<file path="config.mk">
export PLATFORM = sky130hd
export DESIGN_NAME = cfc_frame_track
export DESIGN_NICKNAME = d
export VERILOG_FILES = /design/src/rtl/cfc_pkg.sv /design/src/rtl/cfc_frame_track.sv
export SDC_FILE = /design/constraint.sdc
export NUM_CORES = 1
export LEC_CHECK = 0
export BUFFER_PORTS_ARGS = -buffer_cell sky130_fd_sc_hd__buf_4
export CAP_MARGIN = 20
export CELL_PAD_IN_SITES_DETAIL_PLACEMENT = 0
export CELL_PAD_IN_SITES_GLOBAL_PLACEMENT = 1
export CORE_UTILIZATION = 42
export CTS_CLUSTER_DIAMETER = 30
export DETAILED_ROUTE_END_ITERATION = 12
export PLACE_DENSITY_LB_ADDON = 0.1
export SYNTH_ARGS = -nofsm -noshare
export SYNTH_HDL_FRONTEND = slang
export SYNTH_SLANG_ARGS = --single-unit
</file>
<file path="constraint.sdc">
create_clock -name clock -period 2.3 [get_ports clock]
set_input_delay 0.115 -clock clock [delete_from_list [all_inputs] [get_ports clock]]
set_output_delay 0.115 -clock clock [all_outputs]
set_load 0.01 [all_outputs]
</file>
<file path="src/rtl/cfc_pkg.sv">
`default_nettype none

package cfc_pkg;

   localparam logic [7:0] FRAME_HEADER = 8'hAA;
   localparam logic [7:0] FRAME_TAIL   = 8'h55;
   localparam logic [7:0] CMD_MOVE     = 8'h01;
   localparam logic [7:0] CMD_RESET    = 8'h04;
   localparam logic [7:0] DEVICE_ID_RESET = 8'h01;

   // byte positions within a frame
   localparam logic [2:0] POS_HEADER   = 3'd0;
   localparam logic [2:0] POS_ID       = 3'd1;
   localparam logic [2:0] POS_COMMAND  = 3'd2;
   localparam logic [2:0] POS_DIR      = 3'd3;
   localparam logic [2:0] POS_STEPS_HI = 3'd4;
   localparam logic [2:0] POS_STEPS_LO = 3'd5;
   localparam logic [2:0] POS_CHECKSUM = 3'd6;
   localparam logic [2:0] POS_TAIL     = 3'd7;

   typedef enum logic [2:0] {
      ST_OK       = 3'd0,
      ST_HEADER   = 3'd1,
      ST_TAIL     = 3'd2,
      ST_ID       = 3'd3,
      ST_CHECKSUM = 3'd4,
      ST_COMMAND  = 3'd5
   } status_type;

   // what the tracker has gathered of the frame so far
   typedef struct packed {
      logic        header_bad;
      logic        id_bad;
      logic        checksum_bad;
      logic [7:0]  command;
      logic [7:0]  direction;
      logic [15:0] steps;
   } frame_info_type;

endpackage

`default_nettype wire

</file>
<file path="src/rtl/cfc_frame_track.sv">
`default_nettype none

module cfc_frame_track
   import cfc_pkg::*;
(
   input  wire logic           clock,
   input  wire logic           reset,
   input  wire logic           accept,
   input  wire logic [7:0]     rx_byte,
   input  wire logic [7:0]     device_id,
   output logic [2:0]          position,
   output frame_info_type      info
);

   logic [2:0]     pos_ff, pos_in;
   logic [7:0]     xor_ff, xor_in;
   frame_info_type info_ff, info_in;

   // gather one byte of the frame by its position
   always_comb begin
      pos_in  = pos_ff;
      xor_in  = xor_ff;
      info_in = info_ff;
      if (accept) begin
         pos_in = pos_ff + 3'd1;
         unique case (pos_ff)
            POS_HEADER: begin
               info_in.header_bad = (rx_byte != FRAME_HEADER);
               xor_in = 8'h00;
            end
            POS_ID: begin
               info_in.id_bad = (rx_byte != device_id);
               xor_in = rx_byte;
            end
            POS_COMMAND: begin
               info_in.command = rx_byte;
               xor_in = xor_ff ^ rx_byte;
            end
            POS_DIR: begin
               info_in.direction = rx_byte;
               xor_in = xor_ff ^ rx_byte;
            end
            POS_STEPS_HI: begin
               info_in.steps[15:8] = rx_byte;
               xor_in = xor_ff ^ rx_byte;
            end
            POS_STEPS_LO: begin
               info_in.steps[7:0] = rx_byte;
               xor_in = xor_ff ^ rx_byte;
            end
            POS_CHECKSUM: begin
               info_in.checksum_bad = (rx_byte != xor_ff);
            end
            POS_TAIL: begin
               // tail is judged by the result stage
            end
            default: begin
            end
         endcase
      end
   end

   always_ff @(posedge clock) begin
      if (reset) begin
         pos_ff  <= POS_HEADER;
         xor_ff  <= 8'h00;
         info_ff <= '0;
      end else begin
         pos_ff  <= pos_in;
         xor_ff  <= xor_in;
         info_ff <= info_in;
      end
   end

   assign position = pos_ff;
   assign info     = info_ff;

endmodule

`default_nettype wire

</file>
==> results.cfg <==
[finish]
fillers = 484
syn_to_final_growth_pct = 22.4
regArea_um2 = 921
nNetsFinal = 301
layout_common_cells = buf_4, dfxtp_1, nor2_1
antennaDiodeCount = 0
drive_above_1_share_pct = 23.8
mostFrequentLayoutCell = buf_4
multi_input_area_um2 = 1100

[floorplan]
rows = 25
ios = 57
coreArea_um2 = 4820
die-area_um2 = 5400
start_util_pct = 44.6
die_y_um = 73.5
die_width_um = 73.5

[timing]
setup_viol = 0
setup_ws_ns = 0.691
max_freq_mhz = 621
min_period_ns = 1.61
drv_slew = 0
tightest_slew_ns = 0.606
slew_headroom_pct = 59.5
rsz0062_at_grt = false
final-hold-violation-count = 0
finClkSkew_ns = 0.00539
final.hold.worst_slack_ns = 0.150
period_share_pct = 70.0
setup-tns-final_ns = 0

[min_path]
min_path_type = input port to flop

[synthesis]
synth_nets = 259
synth_warnings = 0
netlist_area_um2 = 2150
ys_ff_latch = 46
synth_edf_count = 0
avgSynthCellArea_um2 = 9.18
postSynth.asyncResetShare_pct = 0
ys_seq_area_share_pct = 42.9
syn_inst = 234
synthFlopType = dfxtp_1
synth_cell_type_count = 33

[critical_path]
slowest_stage = dfxtp_1
crit_path_end_kind = flop
cp_cell_sequence = inv_1, ha_1, nand3b_1, mux2i_1, nor2_1
crit_arrival_ns = 1.78
crit_required_ns = 2.47
crit_type = flop to flop
critPathMaxFanout = 8
crit_path_max_incr_delay_ns = 0.43
start_kind = flop

[placed_design]
io_buffer_count = 56
gp_congestion = 0.773
hpwl_um = 3270
dp_slack_ns = 0.699

[routing]
wl_um = 5070
wl_per_cell_um = 14.7
ant_nets = 0
via_per_inst = 4.98
dr_total_vias = 1713
drc = 0
dr.pass1.iters = 4
drt_iter0_markers = 104

[cts]
clock-sinks = 46
cts_tree = built
cts_buffer_depth = 2
postCtsHoldBufs = 0
clk_pin_slew_ns = 0.09
cts_setup_buffers = 0
ctsResizeCount = 0
h-tree-depth = 2
cts-root-buf = clkbuf_8
clk_latency_ns = 0.29
cts_buffers = 5

[grt]
grt_remaining_overflow = 0
grt_pass1_vias = 1521
grt_pass1_wl_um = 7900
grt_use_total_pct = 19.9
grt_max_degree = 47
antenna_found_initial = 0

[power]
p_per_area_nw_per_um2 = 606
ir_worst_vdd_mv = 0.372
leakage_nw = 1.23

[status]
status = complete, no violations

[run]
drv_cap = 0
[cells in the mapped netlist, types with 2 or more instances]
master / number / area [um^2]
buf_6: 2 / 22.5
inv_1: 3 / 11.3
nand4_1: 2 / 12.5
nor4bb_1: 2 / 20.0
nor2b_1: 18 / 113
a21oi_1: 16 / 80.1
xor2_1: 7 / 61.3
o21ai_0: 8 / 40.0
xnor2_1: 10 / 87.6
o211ai_1: 8 / 60.1
buf_1: 2 / 7.51
clkbuf_1: 3 / 11.3
ha_1: 6 / 75.1
nand2_1: 9 / 33.8
nand3_2: 2 / 20.0
buf_2: 12 / 60.1
nand3_1: 9 / 45.0
a31oi_1: 2 / 12.5
dfxtp_1: 46 / 921
nor2_1: 29 / 109
mux2i_1: 25 / 250
and3b_1: 2 / 17.5
[metal layers]
layer | up-vias | GRT usage [%] | share of wire (%)
met1 | 805 | 26.6 | 48
met2 | 35 | 32.0 | 48
met3 | 2 | 4.39 | 4.2
li1 | 871 | - | -
met4 | 0 | 5.77 | 0.57
met5 | - | 0 | 0
[per-stage QoR]
| stage | util (%) | std cells | cell area, um^2 | power (mW) |
|---|---|---|---|---|
| floorplan | - | 234 | 2150 | 1.04 |
| detailed placement | 52.7 | 336 | 2540 | 1.12 |
| CTS | 54.5 | 344 | 2630 | 1.62 |
| global route | 54.5 | 344 | 2630 | 1.69 |
| finish | 54.5 | 344 | 2630 | 1.59 |
| global placement | 52.7 | 336 | 2540 | 1.12 |
[registers in the layout (all words and copies together) (netlist names)]
register / flops
info: 35
position: 3
xor_ff: 8
[where the power goes]
group	internal [mW]	switching (mW)	leakage (nW)
clock	0.214	0.277	0.0441
sequential	0.823	0.0237	0.373
combinational	0.120	0.136	0.810
total	1.16	0.436	1.23
[logic make-up after synthesis]
| group | Yosys count | synth area share, % |
|---|---|---|
| flip-flops | 46 | 42.9 |
| AND/OR/NAND/NOR | 78 | 18.7 |
| AO/OA/AOI/OAI | 38 | 10.5 |
| XOR/XNOR | 17 | 6.93 |
| buffers and inverters | 24 | 5.83 |
| adder cells (fa/ha/maj) | 6 | 3.50 |
| multiplexers | 25 | 11.7 |
[final timing paths]
check	startpoint	end	slack, ns	cells past startpoint
min	rx_byte[0]	info[16]$_SDFFE_PP0P_	0.15	3
min reg2reg	info[16]$_SDFFE_PP0P_	info[16]$_SDFFE_PP0P_	0.46	2
max reg2reg	position[0]$_SDFFE_PP0P_	info[27]$_SDFFE_PP0P_	0.69	5
max	position[0]$_SDFFE_PP0P_	info[27]$_SDFFE_PP0P_	0.69	5
[worst max-delay path: cells and delay by family (launching register included)]
kind / cells / cell delay, ns
and+or+nand+nor: 2 / 0.45
DFF: 1 / 0.43
muxes: 1 / 0.26
adders and majority gates: 1 / 0.24
buffers and inverters: 1 / 0.10
[layout make-up]
class                   instances  area share (%)
clock inverters                 3           0.810
repair buffers                 56            16.0
inverters                       3           0.429
well taps                      67            3.19
flip-flops and latches         46            35.0
clock buffers                   5            2.62
multi-input cells             164            41.9
Power figures use the tool's default switching activity.
